`src/rtl/cdf_pkg.sv`:
```
`timescale 1ns / 1ps
`default_nettype none
// ----------------------------------------------------------------------------
// Critically damped follower package
// Shared widths, constants, beat types, datapath commands and the controller
// state encoding for the critically damped follower unit.
// ----------------------------------------------------------------------------
package cdf_pkg;

    localparam int FRAC_BITS = 16;
    localparam int WORD_W    = 32;
    // Signed working width of the datapath; all intermediates stay below 2^59.
    localparam int VAL_W     = 60;
    // Multiplier operand B width and digit size.
    localparam int B_W       = 40;
    localparam int DIGIT_W   = 8;
    localparam int DIGITS    = B_W / DIGIT_W;
    localparam int PROD_W    = VAL_W + B_W;
    localparam int MCNT_W    = $clog2(DIGITS + 1);
    // Quotient width for 2^(2F+1) / divisor.
    localparam int QUO_W     = 2 * FRAC_BITS + 2;
    localparam int DCNT_W    = $clog2(QUO_W + 1);
    // Products that reach 2^64 before the shift saturate.
    localparam int OVF_BIT   = 64;

    localparam int CFG_IDX_W = 2;
    localparam int SPEED_W   = 31;
    localparam int STEP_W    = 17;

    localparam logic [VAL_W-1:0] LIM   = VAL_W'(1) << 56;
    localparam logic [VAL_W-1:0] ONE_Q = VAL_W'(1) << FRAC_BITS;

    localparam int C048_I   = (48 * (1 << FRAC_BITS) + 50) / 100;
    localparam int C0235_I  = (235 * (1 << FRAC_BITS) + 500) / 1000;
    localparam int TFL_RAW  = ((1 << FRAC_BITS) + 5000) / 10000;
    localparam int TFL_I    = (TFL_RAW < 1) ? 1 : TFL_RAW;

    localparam logic [B_W-1:0]    C048    = B_W'(C048_I);
    localparam logic [B_W-1:0]    C0235   = B_W'(C0235_I);
    localparam logic [WORD_W-1:0] T_FLOOR = WORD_W'(TFL_I);

    localparam logic [QUO_W-1:0] DVD_RATE  = {2'b10, {(2 * FRAC_BITS){1'b0}}};
    localparam logic [QUO_W-1:0] DVD_DECAY = {2'b01, {(2 * FRAC_BITS){1'b0}}};

    localparam logic [WORD_W-1:0]  RST_SMOOTHING = WORD_W'(19661);
    localparam logic [SPEED_W-1:0] RST_SPEED     = SPEED_W'(31'h7FFF_FFFF);
    localparam logic [STEP_W-1:0]  RST_STEP      = STEP_W'(1092);

    localparam logic signed [VAL_W-1:0] S32_MAX = VAL_W'(signed'(32'h7FFF_FFFF));
    localparam logic signed [VAL_W-1:0] S32_MIN = VAL_W'(signed'(32'h8000_0000));

    typedef enum logic [CFG_IDX_W-1:0] {
        REG_SMOOTHING = 2'd0,
        REG_SPEED     = 2'd1,
        REG_STEP      = 2'd2
    } cfg_reg_t;

    typedef struct packed {
        logic signed [WORD_W-1:0] position_now;
        logic signed [WORD_W-1:0] goal;
    } in_item_t;

    typedef struct packed {
        logic signed [WORD_W-1:0] position_next;
        logic signed [WORD_W-1:0] velocity_next;
        logic                     snapped;
    } out_item_t;

    typedef enum logic [3:0] {
        OP_NONE,
        OP_DIV_RATE,
        OP_MUL_X,
        OP_MUL_X2,
        OP_MUL_X3,
        OP_MUL_T48,
        OP_MUL_T235,
        OP_DIV_DECAY,
        OP_MUL_LIM,
        OP_MUL_S1,
        OP_MUL_T7,
        OP_MUL_S2,
        OP_MUL_VN,
        OP_MUL_P
    } dp_op_t;

    typedef enum logic [3:0] {
        S_DIV_R,
        S_MUL_X,
        S_MUL_X2,
        S_MUL_X3,
        S_MUL_T48,
        S_MUL_T235,
        S_DIV_D,
        S_MUL_LIM,
        S_IDLE,
        S_MUL_S1,
        S_MUL_T7,
        S_MUL_S2,
        S_MUL_VN,
        S_MUL_P,
        S_FINISH
    } ctrl_state_t;

    typedef struct packed {
        logic   start;
        dp_op_t op;
        logic   load;
        logic   finish;
    } dp_cmd_t;

    typedef struct packed {
        logic mul_done;
        logic div_done;
        logic out_busy;
    } dp_status_t;

    function automatic logic signed [WORD_W-1:0] sat32(input logic signed [VAL_W-1:0] v);
        logic signed [WORD_W-1:0] r;
        if (v > S32_MAX)
        begin
            r = signed'(32'h7FFF_FFFF);
        end
        else if (v < S32_MIN)
        begin
            r = signed'(32'h8000_0000);
        end
        else
        begin
            r = v[WORD_W-1:0];
        end
        return r;
    endfunction

endpackage
`default_nettype wire

```
`src/rtl/cdf_mul.sv`:
```
`timescale 1ns / 1ps
`default_nettype none
// ----------------------------------------------------------------------------
// Digit-serial saturating fixed-point multiplier
// Multiplies a signed operand by an unsigned one, one 8-bit digit of the
// unsigned operand per cycle, then shifts out the fraction and saturates.
// ----------------------------------------------------------------------------
module cdf_mul
    import cdf_pkg::*;
(
    input  wire logic                    clk,
    input  wire logic                    rst_n,
    input  wire logic                    start,
    input  wire logic signed [VAL_W-1:0] a,
    input  wire logic [B_W-1:0]          b,
    output logic                         done,
    output logic signed [VAL_W-1:0]      result
);

    logic                  busy_reg;
    logic                  done_reg;
    logic [MCNT_W-1:0]     cnt_reg;
    logic                  neg_reg;
    logic [VAL_W-1:0]      a_mag_reg;
    logic [B_W-1:0]        b_reg;
    logic [PROD_W-1:0]     acc_reg;

    logic [VAL_W+DIGIT_W-1:0] pp;
    logic [PROD_W-1:0]        acc_next;
    logic [PROD_W-1:0]        shifted;
    logic                     ovf;
    logic [VAL_W-1:0]         mag;

    always_comb
    begin
        pp       = a_mag_reg * b_reg[B_W-1 -: DIGIT_W];
        acc_next = (acc_reg << DIGIT_W) + PROD_W'(pp);
    end

    always_ff @(posedge clk or negedge rst_n)
    begin
        if (!rst_n)
        begin
            busy_reg <= 1'b0;
            done_reg <= 1'b0;
            cnt_reg  <= '0;
        end
        else
        begin
            done_reg <= 1'b0;
            if (start)
            begin
                busy_reg <= 1'b1;
                cnt_reg  <= MCNT_W'(DIGITS);
            end
            else if (busy_reg)
            begin
                cnt_reg <= cnt_reg - MCNT_W'(1);
                if (cnt_reg == MCNT_W'(1))
                begin
                    busy_reg <= 1'b0;
                    done_reg <= 1'b1;
                end
            end
        end
    end

    always_ff @(posedge clk)
    begin
        if (start)
        begin
            neg_reg   <= a[VAL_W-1];
            a_mag_reg <= a[VAL_W-1] ? VAL_W'(-a) : VAL_W'(a);
            b_reg     <= b;
            acc_reg   <= '0;
        end
        else if (busy_reg)
        begin
            acc_reg <= acc_next;
            b_reg   <= b_reg << DIGIT_W;
        end
    end

    always_comb
    begin
        ovf     = |acc_reg[PROD_W-1:OVF_BIT];
        shifted = acc_reg >> FRAC_BITS;
        if (ovf || (shifted > PROD_W'(LIM)))
        begin
            mag = LIM;
        end
        else
        begin
            mag = shifted[VAL_W-1:0];
        end
        result = neg_reg ? -signed'(mag) : signed'(mag);
    end

    assign done = done_reg;

endmodule
`default_nettype wire

```
`src/rtl/cdf_div.sv`:
```
`timescale 1ns / 1ps
`default_nettype none
// ----------------------------------------------------------------------------
// Restoring divider
// Unsigned division, one quotient bit per cycle, truncated quotient.
// ----------------------------------------------------------------------------
module cdf_div
    import cdf_pkg::*;
(
    input  wire logic              clk,
    input  wire logic              rst_n,
    input  wire logic              start,
    input  wire logic [QUO_W-1:0]  dividend,
    input  wire logic [VAL_W-1:0]  divisor,
    output logic                   done,
    output logic [QUO_W-1:0]       quotient
);

    logic              busy_reg;
    logic              done_reg;
    logic [DCNT_W-1:0] cnt_reg;
    logic [QUO_W-1:0]  dvd_reg;
    logic [QUO_W-1:0]  q_reg;
    logic [VAL_W-1:0]  rem_reg;
    logic [VAL_W-1:0]  dsr_reg;

    logic [VAL_W-1:0]  trial;
    logic              fits;

    always_comb
    begin
        trial = {rem_reg[VAL_W-2:0], dvd_reg[QUO_W-1]};
        fits  = (trial >= dsr_reg);
    end

    always_ff @(posedge clk or negedge rst_n)
    begin
        if (!rst_n)
        begin
            busy_reg <= 1'b0;
            done_reg <= 1'b0;
            cnt_reg  <= '0;
        end
        else
        begin
            done_reg <= 1'b0;
            if (start)
            begin
                busy_reg <= 1'b1;
                cnt_reg  <= DCNT_W'(QUO_W);
            end
            else if (busy_reg)
            begin
                cnt_reg <= cnt_reg - DCNT_W'(1);
                if (cnt_reg == DCNT_W'(1))
                begin
                    busy_reg <= 1'b0;
                    done_reg <= 1'b1;
                end
            end
        end
    end

    always_ff @(posedge clk)
    begin
        if (start)
        begin
            dvd_reg <= dividend;
            dsr_reg <= divisor;
            rem_reg <= '0;
            q_reg   <= '0;
        end
        else if (busy_reg)
        begin
            dvd_reg <= dvd_reg << 1;
            rem_reg <= fits ? (trial - dsr_reg) : trial;
            q_reg   <= {q_reg[QUO_W-2:0], fits};
        end
    end

    assign done     = done_reg;
    assign quotient = q_reg;

endmodule
`default_nettype wire

```
`src/rtl/cdf_datapath.sv`:
```
`timescale 1ns / 1ps
`default_nettype none
// ----------------------------------------------------------------------------
// Critically damped follower datapath
// Configuration registers, derived coefficients, working registers, the
// shared multiplier and divider, and the output register.
// ----------------------------------------------------------------------------
module cdf_datapath
    import cdf_pkg::*;
(
    input  wire logic                 clk,
    input  wire logic                 rst_n,
    input  wire logic                 cfg_write,
    input  wire logic [CFG_IDX_W-1:0] cfg_index,
    input  wire logic [WORD_W-1:0]    cfg_data,
    input  wire in_item_t             in_data,
    input  wire logic                 out_stall,
    input  wire dp_cmd_t              cmd,
    output dp_status_t                status,
    output logic                      out_valid,
    output out_item_t                 out_data
);

    logic [WORD_W-1:0]  smoothing_time_reg;
    logic [SPEED_W-1:0] speed_limit_reg;
    logic [STEP_W-1:0]  time_step_reg;
    logic signed [WORD_W-1:0] velocity_reg;
    logic               out_valid_reg;
    out_item_t          out_data_reg;

    logic [WORD_W-1:0]  rate_reg;
    logic [WORD_W-1:0]  decay_reg;
    dp_op_t             op_reg;

    logic signed [VAL_W-1:0] x_reg, x2_reg, x3_reg, t48_reg, lim_reg;
    logic [VAL_W-1:0]        den_reg;
    logic signed [WORD_W-1:0] cur_reg, tgt_reg;
    logic signed [VAL_W-1:0] off_reg, adj_reg, w1_reg, t7_reg, w2_reg, w3_reg;
    logic signed [VAL_W-1:0] vn_reg, pos_reg;

    logic [WORD_W-1:0]       t_floor;
    logic signed [VAL_W-1:0] v_ext;
    logic signed [VAL_W-1:0] mul_a;
    logic [B_W-1:0]          mul_b;
    logic                    mul_start, mul_done;
    logic signed [VAL_W-1:0] mul_res;
    logic                    div_start, div_done;
    logic [QUO_W-1:0]        div_dvd, div_q;
    logic [VAL_W-1:0]        div_dsr;

    logic signed [VAL_W-1:0] cur_ext, tgt_ext, diff, off_load;
    logic                    snap;
    logic signed [VAL_W-1:0] pos_sel, vn_sel;
    logic signed [WORD_W-1:0] vn_sat;

    assign t_floor = (smoothing_time_reg < T_FLOOR) ? T_FLOOR : smoothing_time_reg;
    assign v_ext   = VAL_W'(velocity_reg);

    // Operand selection for the shared units.
    always_comb
    begin
        mul_a   = '0;
        mul_b   = '0;
        div_dvd = DVD_RATE;
        div_dsr = VAL_W'(t_floor);
        case (cmd.op)
            OP_MUL_X:
            begin
                mul_a = VAL_W'(rate_reg);
                mul_b = B_W'(time_step_reg);
            end
            OP_MUL_X2:
            begin
                mul_a = x_reg;
                mul_b = x_reg[B_W-1:0];
            end
            OP_MUL_X3:
            begin
                mul_a = x2_reg;
                mul_b = x_reg[B_W-1:0];
            end
            OP_MUL_T48:
            begin
                mul_a = x2_reg;
                mul_b = C048;
            end
            OP_MUL_T235:
            begin
                mul_a = x3_reg;
                mul_b = C0235;
            end
            OP_MUL_LIM:
            begin
                mul_a = VAL_W'(speed_limit_reg);
                mul_b = B_W'(t_floor);
            end
            OP_MUL_S1:
            begin
                mul_a = off_reg;
                mul_b = B_W'(rate_reg);
            end
            OP_MUL_T7:
            begin
                mul_a = w1_reg;
                mul_b = B_W'(time_step_reg);
            end
            OP_MUL_S2:
            begin
                mul_a = t7_reg;
                mul_b = B_W'(rate_reg);
            end
            OP_MUL_VN:
            begin
                mul_a = w2_reg;
                mul_b = B_W'(decay_reg);
            end
            OP_MUL_P:
            begin
                mul_a = w3_reg;
                mul_b = B_W'(decay_reg);
            end
            OP_DIV_DECAY:
            begin
                div_dvd = DVD_DECAY;
                div_dsr = den_reg;
            end
            default:
            begin
                mul_a = '0;
            end
        endcase
    end

    assign div_start = cmd.start && (cmd.op inside {OP_DIV_RATE, OP_DIV_DECAY});
    assign mul_start = cmd.start && !(cmd.op inside {OP_DIV_RATE, OP_DIV_DECAY, OP_NONE});

    cdf_mul u_mul (
        .clk    (clk),
        .rst_n  (rst_n),
        .start  (mul_start),
        .a      (mul_a),
        .b      (mul_b),
        .done   (mul_done),
        .result (mul_res)
    );

    cdf_div u_div (
        .clk      (clk),
        .rst_n    (rst_n),
        .start    (div_start),
        .dividend (div_dvd),
        .divisor  (div_dsr),
        .done     (div_done),
        .quotient (div_q)
    );

    // Offset to the goal, clamped to the speed limit times the smoothing time.
    always_comb
    begin
        cur_ext = VAL_W'(in_data.position_now);
        tgt_ext = VAL_W'(in_data.goal);
        diff    = cur_ext - tgt_ext;
        if (diff > lim_reg)
        begin
            off_load = lim_reg;
        end
        else if (diff < -lim_reg)
        begin
            off_load = -lim_reg;
        end
        else
        begin
            off_load = diff;
        end
    end

    // Overshoot test and snap.
    always_comb
    begin
        snap    = ((tgt_reg > cur_reg) == (pos_reg > VAL_W'(tgt_reg)));
        pos_sel = snap ? VAL_W'(tgt_reg) : pos_reg;
        vn_sel  = snap ? '0 : vn_reg;
        vn_sat  = sat32(vn_sel);
    end

    always_ff @(posedge clk or negedge rst_n)
    begin
        if (!rst_n)
        begin
            smoothing_time_reg <= RST_SMOOTHING;
            speed_limit_reg    <= RST_SPEED;
            time_step_reg      <= RST_STEP;
            velocity_reg       <= '0;
            out_valid_reg      <= 1'b0;
        end
        else
        begin
            if (cfg_write)
            begin
                case (cfg_reg_t'(cfg_index))
                    REG_SMOOTHING: smoothing_time_reg <= cfg_data;
                    REG_SPEED:     speed_limit_reg    <= cfg_data[SPEED_W-1:0];
                    REG_STEP:      time_step_reg      <= cfg_data[STEP_W-1:0];
                    default:       smoothing_time_reg <= smoothing_time_reg;
                endcase
            end
            if (cmd.finish)
            begin
                velocity_reg  <= vn_sat;
                out_valid_reg <= 1'b1;
            end
            else if (out_valid_reg && !out_stall)
            begin
                out_valid_reg <= 1'b0;
            end
        end
    end

    always_ff @(posedge clk)
    begin
        if (cmd.start)
        begin
            op_reg <= cmd.op;
        end
        if (cmd.load)
        begin
            cur_reg <= in_data.position_now;
            tgt_reg <= in_data.goal;
            off_reg <= off_load;
            adj_reg <= cur_ext - off_load;
        end
        if (cmd.finish)
        begin
            out_data_reg.position_next <= sat32(pos_sel);
            out_data_reg.velocity_next <= vn_sat;
            out_data_reg.snapped       <= snap;
        end
        if (div_done)
        begin
            case (op_reg)
                OP_DIV_RATE:  rate_reg  <= (|div_q[QUO_W-1:WORD_W]) ? '1 : div_q[WORD_W-1:0];
                OP_DIV_DECAY: decay_reg <= div_q[WORD_W-1:0];
                default:      rate_reg  <= rate_reg;
            endcase
        end
        if (mul_done)
        begin
            case (op_reg)
                OP_MUL_X:    x_reg   <= mul_res;
                OP_MUL_X2:   x2_reg  <= mul_res;
                OP_MUL_X3:   x3_reg  <= mul_res;
                OP_MUL_T48:  t48_reg <= mul_res;
                OP_MUL_T235: den_reg <= VAL_W'(ONE_Q + x_reg + t48_reg + mul_res);
                OP_MUL_LIM:  lim_reg <= mul_res;
                OP_MUL_S1:   w1_reg  <= v_ext + mul_res;
                OP_MUL_T7:
                begin
                    t7_reg <= mul_res;
                    w3_reg <= off_reg + mul_res;
                end
                OP_MUL_S2:   w2_reg  <= v_ext - mul_res;
                OP_MUL_VN:   vn_reg  <= mul_res;
                OP_MUL_P:    pos_reg <= adj_reg + mul_res;
                default:     x_reg   <= x_reg;
            endcase
        end
    end

    assign status.mul_done = mul_done;
    assign status.div_done = div_done;
    assign status.out_busy = out_valid_reg && out_stall;
    assign out_valid       = out_valid_reg;
    assign out_data        = out_data_reg;

endmodule
`default_nettype wire

```
`src/rtl/cdf_ctrl.sv`:
```
`timescale 1ns / 1ps
`default_nettype none
// ----------------------------------------------------------------------------
// Critically damped follower controller
// Sequences coefficient derivation and the per-beat update through the
// shared multiplier and divider.
// ----------------------------------------------------------------------------
module cdf_ctrl
    import cdf_pkg::*;
(
    input  wire logic       clk,
    input  wire logic       rst_n,
    input  wire logic       in_valid,
    input  wire logic       cfg_write,
    input  wire dp_status_t status,
    output dp_cmd_t         cmd,
    output logic            in_stall
);

    ctrl_state_t state_reg, state_next;
    logic        go_reg, go_next;

    always_ff @(posedge clk or negedge rst_n)
    begin
        if (!rst_n)
        begin
            state_reg <= S_DIV_R;
            go_reg    <= 1'b1;
        end
        else
        begin
            state_reg <= state_next;
            go_reg    <= go_next;
        end
    end

    always_comb
    begin
        state_next = state_reg;
        go_next    = 1'b0;
        cmd.start  = go_reg;
        cmd.op     = OP_NONE;
        cmd.load   = 1'b0;
        cmd.finish = 1'b0;
        in_stall   = (state_reg != S_IDLE) || cfg_write;

        case (state_reg)
            S_DIV_R:    cmd.op = OP_DIV_RATE;
            S_MUL_X:    cmd.op = OP_MUL_X;
            S_MUL_X2:   cmd.op = OP_MUL_X2;
            S_MUL_X3:   cmd.op = OP_MUL_X3;
            S_MUL_T48:  cmd.op = OP_MUL_T48;
            S_MUL_T235: cmd.op = OP_MUL_T235;
            S_DIV_D:    cmd.op = OP_DIV_DECAY;
            S_MUL_LIM:  cmd.op = OP_MUL_LIM;
            S_MUL_S1:   cmd.op = OP_MUL_S1;
            S_MUL_T7:   cmd.op = OP_MUL_T7;
            S_MUL_S2:   cmd.op = OP_MUL_S2;
            S_MUL_VN:   cmd.op = OP_MUL_VN;
            S_MUL_P:    cmd.op = OP_MUL_P;
            default:    cmd.op = OP_NONE;
        endcase

        // A unit's done is ignored in the cycle that starts the next operation.
        case (state_reg)
            S_DIV_R:
            begin
                if (!go_reg && status.div_done)
                begin
                    state_next = S_MUL_X;
                    go_next    = 1'b1;
                end
            end
            S_MUL_X:
            begin
                if (!go_reg && status.mul_done)
                begin
                    state_next = S_MUL_X2;
                    go_next    = 1'b1;
                end
            end
            S_MUL_X2:
            begin
                if (!go_reg && status.mul_done)
                begin
                    state_next = S_MUL_X3;
                    go_next    = 1'b1;
                end
            end
            S_MUL_X3:
            begin
                if (!go_reg && status.mul_done)
                begin
                    state_next = S_MUL_T48;
                    go_next    = 1'b1;
                end
            end
            S_MUL_T48:
            begin
                if (!go_reg && status.mul_done)
                begin
                    state_next = S_MUL_T235;
                    go_next    = 1'b1;
                end
            end
            S_MUL_T235:
            begin
                if (!go_reg && status.mul_done)
                begin
                    state_next = S_DIV_D;
                    go_next    = 1'b1;
                end
            end
            S_DIV_D:
            begin
                if (!go_reg && status.div_done)
                begin
                    state_next = S_MUL_LIM;
                    go_next    = 1'b1;
                end
            end
            S_MUL_LIM:
            begin
                if (!go_reg && status.mul_done)
                begin
                    state_next = S_IDLE;
                end
            end
            S_IDLE:
            begin
                if (in_valid && !cfg_write)
                begin
                    cmd.load   = 1'b1;
                    state_next = S_MUL_S1;
                    go_next    = 1'b1;
                end
            end
            S_MUL_S1:
            begin
                if (!go_reg && status.mul_done)
                begin
                    state_next = S_MUL_T7;
                    go_next    = 1'b1;
                end
            end
            S_MUL_T7:
            begin
                if (!go_reg && status.mul_done)
                begin
                    state_next = S_MUL_S2;
                    go_next    = 1'b1;
                end
            end
            S_MUL_S2:
            begin
                if (!go_reg && status.mul_done)
                begin
                    state_next = S_MUL_VN;
                    go_next    = 1'b1;
                end
            end
            S_MUL_VN:
            begin
                if (!go_reg && status.mul_done)
                begin
                    state_next = S_MUL_P;
                    go_next    = 1'b1;
                end
            end
            S_MUL_P:
            begin
                if (!go_reg && status.mul_done)
                begin
                    state_next = S_FINISH;
                end
            end
            S_FINISH:
            begin
                if (!status.out_busy)
                begin
                    cmd.finish = 1'b1;
                    state_next = S_IDLE;
                end
            end
            default:
            begin
                state_next = S_DIV_R;
                go_next    = 1'b1;
            end
        endcase

        // Any register write restarts the coefficient derivation.
        if (cfg_write)
        begin
            state_next = S_DIV_R;
            go_next    = 1'b1;
        end
    end

endmodule
`default_nettype wire

```
`src/rtl/critically_damped_follower_unit.sv`:
```
`timescale 1ns / 1ps
`default_nettype none
// ----------------------------------------------------------------------------
// Critically damped follower unit
// One critically damped spring step per input beat, in signed Q16.16.
// ----------------------------------------------------------------------------
// Each input beat carries a current position and a goal; the unit keeps the
// velocity between beats and returns one result beat with the new position,
// the new velocity and a snapped flag that is set when the step would pass
// the goal. After reset and after every register write the unit derives 2/T
// and the decay factor with one divider pass, five multiplies, a second
// divider pass and one more multiply for the offset limit; input beats are
// stalled meanwhile. Each accepted beat then runs five dependent multiplies
// through one shared multiplier, each made of a start step, the steps that
// consume the 40-bit operand in 8-bit digits, and a write-back step, while
// further input beats are stalled. The finish step then fills the output
// register, and the idle state accepts the next beat. The finish step waits
// for as long as an earlier result is stalled in the output register. The
// next beat is accepted while the previous result still waits in the output
// register.
// ----------------------------------------------------------------------------
module critically_damped_follower_unit
    import cdf_pkg::*;
(
    input  wire logic                 clk,
    input  wire logic                 rst_n,
    // Input channel.
    input  wire logic                 in_valid,
    output logic                      in_stall,
    input  wire in_item_t             in_data,
    // Result channel.
    output logic                      out_valid,
    input  wire logic                 out_stall,
    output out_item_t                 out_data,
    // Configuration write port: 0 smoothing time, 1 speed limit, 2 time step.
    input  wire logic                 cfg_write,
    input  wire logic [CFG_IDX_W-1:0] cfg_index,
    input  wire logic [WORD_W-1:0]    cfg_data
);

    dp_cmd_t    cmd;
    dp_status_t status;

    // The controller only sequences; all arithmetic lives in the datapath.
    cdf_ctrl u_ctrl (
        .clk       (clk),
        .rst_n     (rst_n),
        .in_valid  (in_valid),
        .cfg_write (cfg_write),
        .status    (status),
        .cmd       (cmd),
        .in_stall  (in_stall)
    );

    cdf_datapath u_dp (
        .clk       (clk),
        .rst_n     (rst_n),
        .cfg_write (cfg_write),
        .cfg_index (cfg_index),
        .cfg_data  (cfg_data),
        .in_data   (in_data),
        .out_stall (out_stall),
        .cmd       (cmd),
        .status    (status),
        .out_valid (out_valid),
        .out_data  (out_data)
    );

endmodule
`default_nettype wire
```
`config.mk`:
```
export PLATFORM = sky130hd
export DESIGN_NAME = critically_damped_follower_unit
export DESIGN_NICKNAME = d
export VERILOG_FILES = /design/src/rtl/cdf_pkg.sv /design/src/rtl/cdf_mul.sv /design/src/rtl/cdf_div.sv /design/src/rtl/cdf_datapath.sv /design/src/rtl/cdf_ctrl.sv /design/src/rtl/critically_damped_follower_unit.sv
export SDC_FILE = /design/constraint.sdc
export NUM_CORES = 2
export LEC_CHECK = 0
export BUFFER_PORTS_ARGS = -buffer_cell sky130_fd_sc_hd__buf_4
export CORE_ASPECT_RATIO = 2
export CORE_MARGIN = 1.5
export CORE_UTILIZATION = 45
export CTS_CLUSTER_SIZE = 12
export DETAILED_ROUTE_END_ITERATION = 10
export PLACE_DENSITY = 0.64
export RECOVER_POWER = 100
export SYNTH_ARGS = -nofsm -noshare
export SYNTH_HDL_FRONTEND = slang
export SYNTH_SLANG_ARGS = --single-unit
```
`constraint.sdc`:
```
create_clock -name clk -period 16.2 [get_ports clk]
set_input_delay 4.05 -clock clk [delete_from_list [all_inputs] [get_ports clk]]
set_output_delay 4.05 -clock clk [all_outputs]
set_load 0.01 [all_outputs]
```
==> impl_metrics.yaml <==
timing:
  worst_pin_slew_ns: 8.51
  relSlewSlack: -4.68
  rsz0062_at_grt: "false"
  fmax_mhz: 64.3
  setup-violations-final: 0
  drv_slew: 2389
  skew_ns: 0.0604
  fin_crit_sh: 0.960
  finalHoldViolCount: 0
  min_period_ns: 15.56
floorplanning:
  die_w_um: 347
  io_pins: 170
  die-area_mm2: 0.239
  coreArea_mm2: 0.235
  dieHeight_um: 690
  start_util: 0.452
  rows: 252
flow_run:
  max_cap_violations: 67
cells_and_area:
  final_layout_size_suffix_gt1_frac: 0.0618
  post-route-util: 0.493
  mostFrequentLayoutCell: "edfxtp_1"
  final_cell_area_mm2: 0.116
  largest_reg_flops: 100
  nets: 12022
  final_cell_mix: "edfxtp_1 (1200), inv_1 (1101), nand2_1 (865)"
  areaGrowthSynthToFinish_pct: 9.12
worst_setup_path:
  cp-start-kind: "primary input"
  cp_slowest_cell: "o21ai_0"
  worstReg2RegStart: "u_dp.u_mul.acc_reg[64]"
  worstPathArrival_ns: 16.12
  crit_required_ns: 16.77
  crit_family: "compound AO/OA/AOI/OAI gates"
  worst-path-buf-inv: 7
  crit_type: "primary input to register"
  reg2reg_depth: 37
  r2r_end: "u_dp.den_reg[56]"
  regToRegSetupSlack_ns: 0.99
  crit_path_end_kind: "register"
  max_stage_delay_ns: 1.21
  cp_max_fo: 6
clock_network:
  clock-root-buffer: "clkbuf_16"
  clkTransAtPathRegs_ns: 0.07
  h-tree-depth: 4
  cts_tree: "built"
  clkSinkCount: 1524
  clockBufferDepth: 4
  cts_buffers: 164
  hold_buffers: 0
  worstSkewPairLatency_ns: 0.85
synthesis:
  synth_area_mm2: 0.106
  synth.ff_latch_count: 1524
  ys_async_sr_fraction: 0.0860
  yosysWarnings: 0
  synth_edf_count: 1200
  ys.flop_type: "edfxtp_1"
  synth.avg_cell_area_um2: 10.2
  ys_seq_area_frac: 0.407
  synth_nets: 11808
  synthCells: 10442
  synth_cell_types: 113
run_status:
  status: "finished with violations"
  violations: "capacitance limit, slew limit"
worst_hold_path:
  hp-class: "register to register"
  hold_path_startpoint: "u_dp.u_mul.acc_reg[15]"
  holdPathEnd: "u_dp.u_mul.acc_reg[15]"
  holdPathStages: 2
global_route:
  grtUsageTotal: 0.305
  overflow: 0
  antenna_found_initial: 19
  grt_pass1_wl_um: 543000
  grt_max_degree: 121
  grt_pass1_vias: 85156
route:
  vias: 81902
  wirelength_um: 369000
  wl_per_cell_um: 26.7
  drtIter0Drc: 5976
  firstDrtPassIters: 8
  vias_per_cell: 5.92
  drtAntennaViolNets: 0
  drcViolationCount: 0
power:
  p_leak_nw: 48.7
  pwr_density_cell_mw_per_mm2: 201
  peakVddDrop_mv: 0.349
  share_seq_of_total_power: 0.211
  p_int_mw: 12.7
  power_frac_comb: 0.635
  p_sw_frac: 0.456
  p_clk_frac: 0.153
  p_sw_mw: 10.7
placed_design:
  io_buffers: 169
  dp_hpwl_um: 290000
  postPlaceCellArea_mm2: 0.112
  finalWeightedCongestion: 0.985
==> Yosys cell counts, types with 246 or more instances <==
cell	instances	share of area
a21o_1	265	0.019
a21oi_1	761	0.036
and2_1	246	0.014
clkbuf_1	319	0.011
edfxtp_1	1200	0.34
fa_1	474	0.089
ha_1	789	0.093
inv_1	1103	0.039
nand2_1	865	0.031
nor2_1	730	0.026
o21ai_0	452	0.021
xnor2_1	466	0.038
==> logic make-up after synthesis <==
| kind of cell | Yosys count | synth area share |
|---|---|---|
| xor+xnor | 649 | 0.0536 |
| compound gates | 2401 | 0.147 |
| mux | 290 | 0.0294 |
| fa+ha+maj | 1283 | 0.184 |
| buf+inv | 1481 | 0.0526 |
| simple gates | 2814 | 0.126 |
| flops | 1524 | 0.407 |
==> repair_timing <==
item	in CTS	in global routing
gates resized for setup	0	3
setup buffers	0	0
endpoints found under the setup margin	0	6
==> worst max path at each step <==
stage                startpoint               end  cells past startpoint
floorplan           in_data[32]  u_dp.adj_reg[53]                     47
global placement    in_data[32]  u_dp.adj_reg[59]                     51
detailed placement  in_data[32]  u_dp.adj_reg[59]                     51
CTS                 in_data[32]  u_dp.adj_reg[59]                     51
global route        in_data[32]  u_dp.adj_reg[59]                     54
finish              in_data[32]  u_dp.adj_reg[56]                     54
==> cell type report <==
cell class,count,area (um^2)
fill,21878,119000
clock inverter,32,254
multi-input combinational,7437,57600
timing repair buffer,421,2280
inverter,1108,4160
antenna,22,55.1
tap,3048,3810
clock buffer,247,4510
sequential,1524,43200
==> power by group through the flow <==
stage | Clock (mW) | Sequential [mW] | Combinational (mW)
detailed placement | 0 | 4.99 | 14.8
finish | 3.58 | 4.94 | 14.8
global route | 3.75 | 4.96 | 16.5
floorplan | 0 | 4.84 | 10.9
CTS | 3.64 | 4.91 | 14.9
global placement | 0 | 4.99 | 14.5
==> per-stage QoR <==
stage,worst slack [ns],power [mW],cells,setup TNS (ns),hold WS [ns]
6_report,0.642,23.4,13839,0,0.487
5_1_grt,0.0147,25.2,13831,0,0.502
4_1_cts,0.650,23.4,13817,0,0.486
3_5_place_dp,-0.154,19.7,13538,-0.307,0.466
3_3_place_gp,-0.193,19.5,13538,-0.204,0.463
2_1_floorplan,1.11,15.7,10442,0,0.443
==> per-layer routing <==
metal	vias up	share of wire	track usage
met2	2778	0.52	0.564
met1	40736	0.33	0.309
met3	1000	0.049	0.0344
li1	37376	-	-
met5	-	0.00022	0
met4	12	0.095	0.239
==> worst reg2reg max path, delay by kind of cell, from the launching register on <==
kind            cells  cell delay [ns]
xor+xnor            1             1.08
simple gates        9             2.75
compound gates     19             5.68
buf+inv             4             3.12
flops               1             0.47
fa+ha+maj           4             1.77
(Power assumes the default switching activity.)
